$ cat src/rtl/core/acld_pkg.sv
package acld_pkg;

   // decoded command codes
   typedef enum logic [3:0] {
      CMD_PING       = 4'd0,
      CMD_ARM        = 4'd1,
      CMD_HEARTBEAT  = 4'd2,
      CMD_STOP_AXIS  = 4'd3,
      CMD_DISARM     = 4'd4,
      CMD_MOVE       = 4'd5,
      CMD_UNKNOWN    = 4'd6,
      CMD_BAD_AXIS   = 4'd7,
      CMD_BAD_FORMAT = 4'd8,
      CMD_TOO_LONG   = 4'd9
   } command_type;

   // keyword slots
   localparam int KW_COUNT     = 8;
   localparam int KW_PING      = 0;
   localparam int KW_STATUS    = 1;
   localparam int KW_ARM       = 2;
   localparam int KW_HB_SAFE   = 3;
   localparam int KW_HB_UNSAFE = 4;
   localparam int KW_DISARM    = 5;
   localparam int KW_STOP      = 6;
   localparam int KW_MOVE      = 7;

   // keyword text, left aligned and padded with spaces to 16 characters
   localparam logic [127:0] KW_TEXT [0:KW_COUNT-1] = '{
      "PING            ",
      "STATUS          ",
      "ARM SAFE        ",
      "HEARTBEAT SAFE  ",
      "HEARTBEAT UNSAFE",
      "DISARM          ",
      "STOP            ",
      "MOVE            "
   };

   localparam logic [4:0] KW_LEN [0:KW_COUNT-1] = '{
      5'd4, 5'd6, 5'd8, 5'd14, 5'd16, 5'd6, 5'd5, 5'd5
   };

   // character codes
   localparam logic [7:0] CHAR_LF    = 8'h0a;
   localparam logic [7:0] CHAR_CR    = 8'h0d;
   localparam logic [7:0] CHAR_SPACE = 8'h20;
   localparam logic [7:0] CHAR_TILDE = 8'h7e;
   localparam logic [7:0] CHAR_0     = 8'h30;
   localparam logic [7:0] CHAR_1     = 8'h31;
   localparam logic [7:0] CHAR_9     = 8'h39;
   localparam logic [7:0] CHAR_UC_X  = 8'h58;
   localparam logic [7:0] CHAR_UC_Y  = 8'h59;
   localparam logic [7:0] CHAR_UC_Z  = 8'h5a;
   localparam logic [7:0] CHAR_LC_X  = 8'h78;
   localparam logic [7:0] CHAR_LC_Y  = 8'h79;
   localparam logic [7:0] CHAR_LC_Z  = 8'h7a;

   // axis codes
   localparam logic [1:0] AXIS_X = 2'd0;
   localparam logic [1:0] AXIS_Y = 2'd1;
   localparam logic [1:0] AXIS_Z = 2'd2;

   // character at a position of a keyword
   function automatic logic [7:0] kw_char(input logic [2:0] k, input logic [3:0] p);
      logic [127:0] shifted;
      shifted = KW_TEXT[k] << {p, 3'b000};
      return shifted[127:120];
   endfunction

endpackage

$ cat src/rtl/core/ascii_command_line_decoder.sv
// Decodes ASCII command lines from a byte stream, one byte per clock while
// the result side keeps up, without storing the line: keyword matches are
// tracked per byte and the MOVE axis, direction and two 32-bit decimals are
// parsed as they arrive (decimal digit steps use a constant multiply by ten).
// A byte passes through the input register, and its result, if any, is then
// registered in the result register. A result holds in the result register
// until taken; while it waits the input register still takes one byte. CR or
// LF closing a non-empty line gives one command, the LINE_MAX-th printable
// byte gives line too long and starts a fresh line, other control bytes are
// dropped.
module ascii_command_line_decoder #(
   parameter int LINE_MAX = 160
) (
   input  logic        clock,
   input  logic        reset,
   input  logic        req_valid,
   output logic        req_ready,
   input  logic [7:0]  req_rx_byte,
   output logic        rsp_valid,
   input  logic        rsp_ready,
   output logic [3:0]  rsp_command,
   output logic [1:0]  rsp_axis,
   output logic        rsp_direction,
   output logic [31:0] rsp_step_count,
   output logic [31:0] rsp_rate_hz
);

   localparam int LEN_W = $clog2(LINE_MAX);
   localparam logic [LEN_W-1:0] LEN_LAST = LEN_W'(LINE_MAX - 1);
   localparam logic [LEN_W-1:0] LEN_ARG  = LEN_W'(5);
   localparam logic [LEN_W-1:0] LEN_STOP_AXIS = LEN_W'(6);
   localparam logic [LEN_W-1:0] LEN_STOP_BARE = LEN_W'(4);

   typedef enum logic [2:0] {
      PH_AXIS       = 3'd0,
      PH_DIR        = 3'd1,
      PH_STEP_START = 3'd2,
      PH_STEP       = 3'd3,
      PH_RATE_START = 3'd4,
      PH_RATE       = 3'd5,
      PH_TRAIL      = 3'd6
   } phase_type;

   // input register
   logic       in_valid_ff, in_valid_in;
   logic [7:0] in_byte_ff, in_byte_in;

   // line state
   logic [LEN_W-1:0] len_ff, len_in;
   logic [7:0]       alive_ff, alive_in;
   phase_type        phase_ff, phase_in;
   logic [1:0]       axis_ff, axis_in;
   logic             axis_bad_ff, axis_bad_in;
   logic             fmt_bad_ff, fmt_bad_in;
   logic             dir_ff, dir_in;
   logic [31:0]      step_ff, step_in;
   logic [31:0]      rate_ff, rate_in;

   // result register
   logic                 rsp_valid_ff, rsp_valid_in;
   acld_pkg::command_type cmd_ff, cmd_in;
   logic [1:0]           rsp_axis_ff, rsp_axis_in;
   logic                 rsp_dir_ff, rsp_dir_in;
   logic [31:0]          rsp_step_ff, rsp_step_in;
   logic [31:0]          rsp_rate_ff, rsp_rate_in;

   logic        go;
   logic [7:0]  c;
   logic        is_eol, is_print, is_digit, is_space;
   logic [31:0] acc_sel;
   logic [35:0] acc_next;
   logic        acc_ovf;
   logic [7:0]  exact;
   logic        stop_alive, move_alive;
   logic        res_valid;

   // handshakes
   assign go        = in_valid_ff && (!rsp_valid_ff || rsp_ready);
   assign req_ready = !in_valid_ff || go;

   assign c        = in_byte_ff;
   assign is_eol   = (c == acld_pkg::CHAR_CR) || (c == acld_pkg::CHAR_LF);
   assign is_print = (c >= acld_pkg::CHAR_SPACE) && (c <= acld_pkg::CHAR_TILDE);
   assign is_digit = (c >= acld_pkg::CHAR_0) && (c <= acld_pkg::CHAR_9);
   assign is_space = (c == acld_pkg::CHAR_SPACE);

   // shared times-ten digit step with overflow detect
   assign acc_sel  = (phase_ff == PH_STEP) ? step_ff : rate_ff;
   assign acc_next = ({4'b0000, acc_sel} << 3) + ({4'b0000, acc_sel} << 1)
                   + {32'd0, c[3:0]};
   assign acc_ovf  = |acc_next[35:32];

   // whole-keyword matches at the current length
   always_comb begin
      for (int k = 0; k < acld_pkg::KW_COUNT; k++) begin
         exact[k] = alive_ff[k] && (len_ff == LEN_W'(acld_pkg::KW_LEN[k]));
      end
   end
   assign stop_alive = alive_ff[acld_pkg::KW_STOP];
   assign move_alive = alive_ff[acld_pkg::KW_MOVE];

   // per-byte update and result decode
   always_comb begin
      len_in      = len_ff;
      alive_in    = alive_ff;
      phase_in    = phase_ff;
      axis_in     = axis_ff;
      axis_bad_in = axis_bad_ff;
      fmt_bad_in  = fmt_bad_ff;
      dir_in      = dir_ff;
      step_in     = step_ff;
      rate_in     = rate_ff;
      res_valid   = 1'b0;
      cmd_in      = acld_pkg::CMD_UNKNOWN;
      rsp_axis_in = 2'd0;
      rsp_dir_in  = 1'b0;
      rsp_step_in = 32'd0;
      rsp_rate_in = 32'd0;

      if (go) begin
         if (is_eol) begin
            if (len_ff != '0) begin
               res_valid = 1'b1;
               // decode in keyword priority order
               priority if (exact[acld_pkg::KW_PING] || exact[acld_pkg::KW_STATUS]) begin
                  cmd_in = acld_pkg::CMD_PING;
               end else if (exact[acld_pkg::KW_ARM]) begin
                  cmd_in = acld_pkg::CMD_ARM;
               end else if (exact[acld_pkg::KW_HB_SAFE]) begin
                  cmd_in = acld_pkg::CMD_HEARTBEAT;
               end else if (stop_alive && len_ff == LEN_STOP_AXIS) begin
                  if (axis_bad_ff) begin
                     cmd_in = acld_pkg::CMD_BAD_AXIS;
                  end else begin
                     cmd_in      = acld_pkg::CMD_STOP_AXIS;
                     rsp_axis_in = axis_ff;
                  end
               end else if (exact[acld_pkg::KW_HB_UNSAFE] || exact[acld_pkg::KW_DISARM]
                            || (stop_alive && len_ff == LEN_STOP_BARE)) begin
                  cmd_in = acld_pkg::CMD_DISARM;
               end else if (move_alive && len_ff >= LEN_ARG) begin
                  if (axis_bad_ff || phase_ff == PH_AXIS) begin
                     cmd_in = acld_pkg::CMD_BAD_AXIS;
                  end else if (fmt_bad_ff
                               || (phase_ff != PH_RATE && phase_ff != PH_TRAIL)) begin
                     cmd_in = acld_pkg::CMD_BAD_FORMAT;
                  end else begin
                     cmd_in      = acld_pkg::CMD_MOVE;
                     rsp_axis_in = axis_ff;
                     rsp_dir_in  = dir_ff;
                     rsp_step_in = step_ff;
                     rsp_rate_in = rate_ff;
                  end
               end else begin
                  cmd_in = acld_pkg::CMD_UNKNOWN;
               end
               len_in      = '0;
               alive_in    = '1;
               phase_in    = PH_AXIS;
               axis_in     = 2'd0;
               axis_bad_in = 1'b0;
               fmt_bad_in  = 1'b0;
               dir_in      = 1'b0;
               step_in     = 32'd0;
               rate_in     = 32'd0;
            end
         end else if (is_print) begin
            if (len_ff < LEN_LAST) begin
               // keyword tracking
               for (int k = 0; k < acld_pkg::KW_COUNT; k++) begin
                  if (int'(len_ff) < int'(acld_pkg::KW_LEN[k])) begin
                     if (acld_pkg::kw_char(3'(k), len_ff[3:0]) != c) begin
                        alive_in[k] = 1'b0;
                     end
                  end else if (k != acld_pkg::KW_STOP && k != acld_pkg::KW_MOVE) begin
                     alive_in[k] = 1'b0;
                  end
               end
               // stop axis letter, uppercase only
               if (len_ff == LEN_ARG && alive_in[acld_pkg::KW_STOP]) begin
                  priority if (c == acld_pkg::CHAR_UC_X) begin
                     axis_in = acld_pkg::AXIS_X;
                  end else if (c == acld_pkg::CHAR_UC_Y) begin
                     axis_in = acld_pkg::AXIS_Y;
                  end else if (c == acld_pkg::CHAR_UC_Z) begin
                     axis_in = acld_pkg::AXIS_Z;
                  end else begin
                     axis_bad_in = 1'b1;
                  end
               end
               // move argument parser, frozen after the first fault
               if (len_ff >= LEN_ARG && alive_in[acld_pkg::KW_MOVE]
                   && !axis_bad_ff && !fmt_bad_ff) begin
                  unique case (phase_ff)
                     PH_AXIS: begin
                        if (!is_space) begin
                           phase_in = PH_DIR;
                           priority if (c == acld_pkg::CHAR_UC_X || c == acld_pkg::CHAR_LC_X) begin
                              axis_in = acld_pkg::AXIS_X;
                           end else if (c == acld_pkg::CHAR_UC_Y
                                        || c == acld_pkg::CHAR_LC_Y) begin
                              axis_in = acld_pkg::AXIS_Y;
                           end else if (c == acld_pkg::CHAR_UC_Z
                                        || c == acld_pkg::CHAR_LC_Z) begin
                              axis_in = acld_pkg::AXIS_Z;
                           end else begin
                              axis_bad_in = 1'b1;
                              phase_in    = PH_AXIS;
                           end
                        end
                     end
                     PH_DIR: begin
                        if (!is_space) begin
                           if (c == acld_pkg::CHAR_0 || c == acld_pkg::CHAR_1) begin
                              dir_in   = c[0];
                              phase_in = PH_STEP_START;
                           end else begin
                              fmt_bad_in = 1'b1;
                           end
                        end
                     end
                     PH_STEP_START, PH_RATE_START: begin
                        if (!is_space) begin
                           if (!is_digit) begin
                              fmt_bad_in = 1'b1;
                           end else if (phase_ff == PH_STEP_START) begin
                              step_in  = {28'd0, c[3:0]};
                              phase_in = PH_STEP;
                           end else begin
                              rate_in  = {28'd0, c[3:0]};
                              phase_in = PH_RATE;
                           end
                        end
                     end
                     PH_STEP, PH_RATE: begin
                        if (is_digit) begin
                           if (acc_ovf) begin
                              fmt_bad_in = 1'b1;
                           end else if (phase_ff == PH_STEP) begin
                              step_in = acc_next[31:0];
                           end else begin
                              rate_in = acc_next[31:0];
                           end
                        end else if (is_space) begin
                           phase_in = (phase_ff == PH_STEP) ? PH_RATE_START : PH_TRAIL;
                        end else begin
                           fmt_bad_in = 1'b1;
                        end
                     end
                     default: begin
                        if (!is_space) begin
                           fmt_bad_in = 1'b1;
                        end
                     end
                  endcase
               end
               len_in = len_ff + 1'b1;
            end else begin
               // line too long: byte dropped, fresh line
               res_valid   = 1'b1;
               cmd_in      = acld_pkg::CMD_TOO_LONG;
               len_in      = '0;
               alive_in    = '1;
               phase_in    = PH_AXIS;
               axis_in     = 2'd0;
               axis_bad_in = 1'b0;
               fmt_bad_in  = 1'b0;
               dir_in      = 1'b0;
               step_in     = 32'd0;
               rate_in     = 32'd0;
            end
         end
      end
   end

   // input and result register control
   always_comb begin
      in_byte_in = in_byte_ff;
      if (req_valid && req_ready) begin
         in_valid_in = 1'b1;
         in_byte_in  = req_rx_byte;
      end else if (go) begin
         in_valid_in = 1'b0;
      end else begin
         in_valid_in = in_valid_ff;
      end

      if (res_valid) begin
         rsp_valid_in = 1'b1;
      end else if (rsp_ready) begin
         rsp_valid_in = 1'b0;
      end else begin
         rsp_valid_in = rsp_valid_ff;
      end
   end

   // state and registered outputs
   always_ff @(posedge clock) begin
      if (reset) begin
         in_valid_ff  <= 1'b0;
         rsp_valid_ff <= 1'b0;
         len_ff       <= '0;
         alive_ff     <= '1;
         phase_ff     <= PH_AXIS;
         axis_ff      <= 2'd0;
         axis_bad_ff  <= 1'b0;
         fmt_bad_ff   <= 1'b0;
         dir_ff       <= 1'b0;
         step_ff      <= 32'd0;
         rate_ff      <= 32'd0;
      end else begin
         in_valid_ff  <= in_valid_in;
         rsp_valid_ff <= rsp_valid_in;
         len_ff       <= len_in;
         alive_ff     <= alive_in;
         phase_ff     <= phase_in;
         axis_ff      <= axis_in;
         axis_bad_ff  <= axis_bad_in;
         fmt_bad_ff   <= fmt_bad_in;
         dir_ff       <= dir_in;
         step_ff      <= step_in;
         rate_ff      <= rate_in;
      end
      in_byte_ff <= in_byte_in;
      if (res_valid) begin
         cmd_ff      <= cmd_in;
         rsp_axis_ff <= rsp_axis_in;
         rsp_dir_ff  <= rsp_dir_in;
         rsp_step_ff <= rsp_step_in;
         rsp_rate_ff <= rsp_rate_in;
      end
   end

   assign rsp_valid      = rsp_valid_ff;
   assign rsp_command    = cmd_ff;
   assign rsp_axis       = rsp_axis_ff;
   assign rsp_direction  = rsp_dir_ff;
   assign rsp_step_count = rsp_step_ff;
   assign rsp_rate_hz    = rsp_rate_ff;

endmodule
$ cat config.mk
export PLATFORM = sky130hd
export DESIGN_NAME = ascii_command_line_decoder
export DESIGN_NICKNAME = d
export VERILOG_FILES = /design/src/rtl/core/acld_pkg.sv /design/src/rtl/core/ascii_command_line_decoder.sv
export SDC_FILE = /design/constraint.sdc
export NUM_CORES = 1
export LEC_CHECK = 0
export BUFFER_PORTS_ARGS = -buffer_cell sky130_fd_sc_hd__buf_2
export CELL_PAD_IN_SITES_DETAIL_PLACEMENT = 1
export CELL_PAD_IN_SITES_GLOBAL_PLACEMENT = 1
export CORE_MARGIN = 2
export CORE_UTILIZATION = 43
export DETAILED_ROUTE_END_ITERATION = 10
export PLACE_DENSITY_LB_ADDON = 0.1
export SYNTH_ARGS = -nofsm -noshare
export SYNTH_HDL_FRONTEND = slang
export SYNTH_SLANG_ARGS = --single-unit
$ cat constraint.sdc
create_clock -name clock -period 4.2 [get_ports clock]
set_input_delay 0.84 -clock clock [delete_from_list [all_inputs] [get_ports clock]]
set_output_delay 0.84 -clock clock [all_outputs]
set_load 0.1 [all_outputs]
==> metrics.md <==
| Metric | Value |
|---|---|
| Crit-path leading delay family | `compound AO/OA/AOI/OAI gates` |
| Most common cell after layout, fill and taps aside | `nand2_1` |
| Buf+Inv Stages, Crit Path | `5` |
| Min Clock Period, post-route | `between 4 and 5 ns` |
| Starting density of the core | `43.4%` |
| Post-Place Cells | `about 1600` |
| Nets | `1424` |
| DR WL/cell | `roughly 21 um` |
| Global-route wire length before repair | `between 50000 and 60000 um` |
| Status | `complete, but fails checks` |
| Final Instance Area | `13200 um2` |
| Total GRT Usage | `about 26%` |
| Later-pin clock latency in the skew report | `between 0.4 and 0.5 ns` |
| Sequential element share of the synthesized area | `approximately 39%` |
| Vias in the first global route | `roughly 10000` |
| Max Clk Rate | `roughly 230 MHz` |
| Syn. warnings | `0` |
| Rel. slew slack | `a little over 50%` |
| Layout area overhead | `22.2%` |
| Synth area leader | `edfxtp_1` |
| Final Util | `53.0%` |
| CTS clk-pin slew, worst paths | `0.07 ns` |
| Post-DP Area | `12200 um2` |
| Tcrit/Tclk final | `103%` |
| RSZ-0062 raised after global routing | `true` |
| Synth top area share | `21.9%` |
| WP data required | `about 4.5 ns` |
| Crit path capture type | `flop` |
| Final setup viols | `35` |
| Measured slew at the worst slew-check pin | `0.730 ns` |
| Ant. Diodes | `0` |
| DIE WIDTH | `approximately 160 um` |
| Core Region | `around 25000 um2` |
| Row Count | `58` |
| Port Buffer Count | `between 80 and 90` |
| Maxcap violations | `0` |
| Largest net degree at the start of global routing | `between 40 and 50` |
| Crit-path cells | `inv_2, nor2_4, nand2_4, nand2_2, o21ai_4, fa_1, inv_1, fa_2, nand2b_4, a21oi_4, o21a_1, a31oi_2, o211a_1, o31ai_2, xnor2_1, nand4_1, buf_6, o31ai_4, buf_6, bufbuf_16, o32ai_1` |
| CTS Buf Count | `17` |
| Routability Congestion | `0.859` |
| Most frequent cells in the layout | `123 x nand2_1, 101 x buf_4, 89 x dfxtp_1, 84 x buf_2, 79 x edfxtp_1` |
| Die H | `between 150 and 200 um` |
| Mapped Area | `about 11000 um2` |
| Remaining antenna violation count | `0` |
| Cell area power density | `between 200 and 300 nW/um2` |
| CTS tree | `yes` |
| Final Hold Fails | `0` |
| Critical path's most frequent cell | `buf_6` |
| Crit path kind | `flop to flop` |
| Crit-path slowest cell | `fa_1` |
| Worst VDD drop | `roughly 0.27 mV` |
| Crit Path Max Fanout | `10` |
| CP peak stage delay | `0.57 ns` |
| Vias | `just under 10000` |
| DR vias/cell | `around 5.7` |
| Total congestion overflow | `0` |
| Mapped Avg Cell Area | `between 9 and 10 um2` |
| Dominant synthesized flop cell | `dfxtp_1` |
| Initial antenna violation count | `0` |
| Max Slew Vio Count | `0` |
| Synth top area cells | `edfxtp_1 22%, dfxtp_1 17%, ha_1 8.2%` |
| H-tree depth | `4` |
| Non-Filler Instances | `between 1500 and 2000` |
| Setup WS post-layout | `-0.106 ns` |
| Drt drc | `0` |
| CTS sink cnt | `roughly 170` |
| Failing checks | `negative setup slack` |
| Hold WC Path Type | `flop to flop` |
| Startpoint types | `flop` |
| Arrival time at the worst endpoint | `between 4 and 5 ns` |
| P_leak | `between 0.005 and 0.006 uW` |
| Detailed placement HPWL | `24200 um` |
| Initial drt markers | `560` |
| Count of cell types in the netlist | `75` |
| Die area | `approximately 26000 um2` |
| Proportion of layout cells with a drive suffix above 1 | `a little under a quarter` |
| Clock Tree Buf Depth | `2` |
| Post-CTS Hold Buffers | `0` |
| Yosys reg bits | `between 150 and 200` |
| Synthesized instance count | `1195` |
| Root Driver | `clkbuf_16` |
| Final Skew | `~0.017 ns` |
| Total wire length | `about 35000 um` |
| Ports | `85` |
| Mapped Nets | `1280` |
| Ys async rst share | `0%` |
| Drt pass-1 iters | `5` |
| EDFF count, synth | `79` |
==> final cells by class <==
cell class | instances | area [um2]
inverter | 45 | 169
clock inverter | 12 | 153
tap | 330 | 413
fill | 2923 | 11700
sequential | 169 | 4180
clock buffer | 20 | 468
timing repair buffer | 201 | 1470
multi-input combinational | 905 | 6390
==> state kept, by name, indices dropped and copies added, names as in the netlist, 3 cells and up <==
name	cells
alive_ff	8
c	8
len_ff	8
phase_ff	3
rate_ff	32
rsp_command	4
rsp_rate_hz	32
rsp_step_count	32
step_ff	32
==> layer usage <==
layer	vias to the layer above	part of all wire (%)	wire length [um]	track usage (%)
met5	-	0	0	0
met4	0	1.4	499	5.55
met3	37	3.0	1050	3.92
met2	179	50	17300	45.8
met1	4845	45	15700	33.0
li1	4603	-	-	-
==> cells in the mapped netlist (13+ instances only) <==
| cell | n |
|---|---|
| a21oi_1 | 74 |
| and2_1 | 54 |
| clkbuf_1 | 57 |
| dfxtp_1 | 90 |
| edfxtp_1 | 79 |
| ha_1 | 71 |
| inv_1 | 44 |
| mux2_2 | 24 |
| mux2i_1 | 49 |
| nand2_1 | 125 |
| nand2b_1 | 58 |
| nand3_1 | 30 |
| nand4_1 | 13 |
| nor2_1 | 60 |
| nor3_1 | 24 |
| nor4_1 | 27 |
| o21ai_0 | 68 |
| o32ai_1 | 19 |
| xnor2_1 | 38 |
| xor2_1 | 14 |
==> power by group <==
part           switching [uW]  internal (uW)  leakage, uW
Sequential               19.7           1720      0.00163
Combinational             114           68.7      0.00354
Clock                     762            950     0.000299
==> final timing paths <==
check | start | end | cells past startpoint | slack, ns
max | phase_ff[1] | rate_ff[0] | 21 | -0.11
max reg2reg | phase_ff[1] | rate_ff[0] | 21 | -0.11
min | alive_ff[5] | alive_ff[5] | 2 | 0.47
min reg2reg | alive_ff[5] | alive_ff[5] | 2 | 0.47
==> cells by family (layout without fill, tap and decap cells) <==
group	after synthesis	after routing	synth area share, %
adders and majority gates	74	74	8.66
AOI/OAI and AO/OA	267	267	16.0
muxes	75	75	7.23
xor gates and xnor gates	52	52	4.20
DFF	169	169	38.5
and+or+nand+nor	437	437	20.8
buffers and inverters	121	278	4.63
==> stage by stage <==
stage          setup slack [ns]  total power, uW  hold WS (ns)  TNS [ns]
2_1_floorplan            0.0415             1890         0.439         0
3_3_place_gp            -0.0731             1950         0.451     -1.49
3_5_place_dp             -0.189             1950         0.463     -6.06
4_1_cts                 -0.0594             3650         0.473    -0.505
5_1_grt                  -0.369             3730         0.498    -16.80
6_report                 -0.106             3630         0.470     -2.25
==> worst min-delay path, stage by stage (launching register included) <==
cell     delay [ns]
dfxtp_1        0.31
o21ai_0        0.07
nand2_1        0.05
==> repair_timing <==
action / CTS / global route
endpoints found under the setup margin: 64 / 65
pin swaps: 10 / 12
setup buffers: 8 / 7
cloned: 1 / 3
gates resized for setup: 21 / 30
endpoints found under the hold margin: 0 / 0
Power figures use the tool's default switching activity.
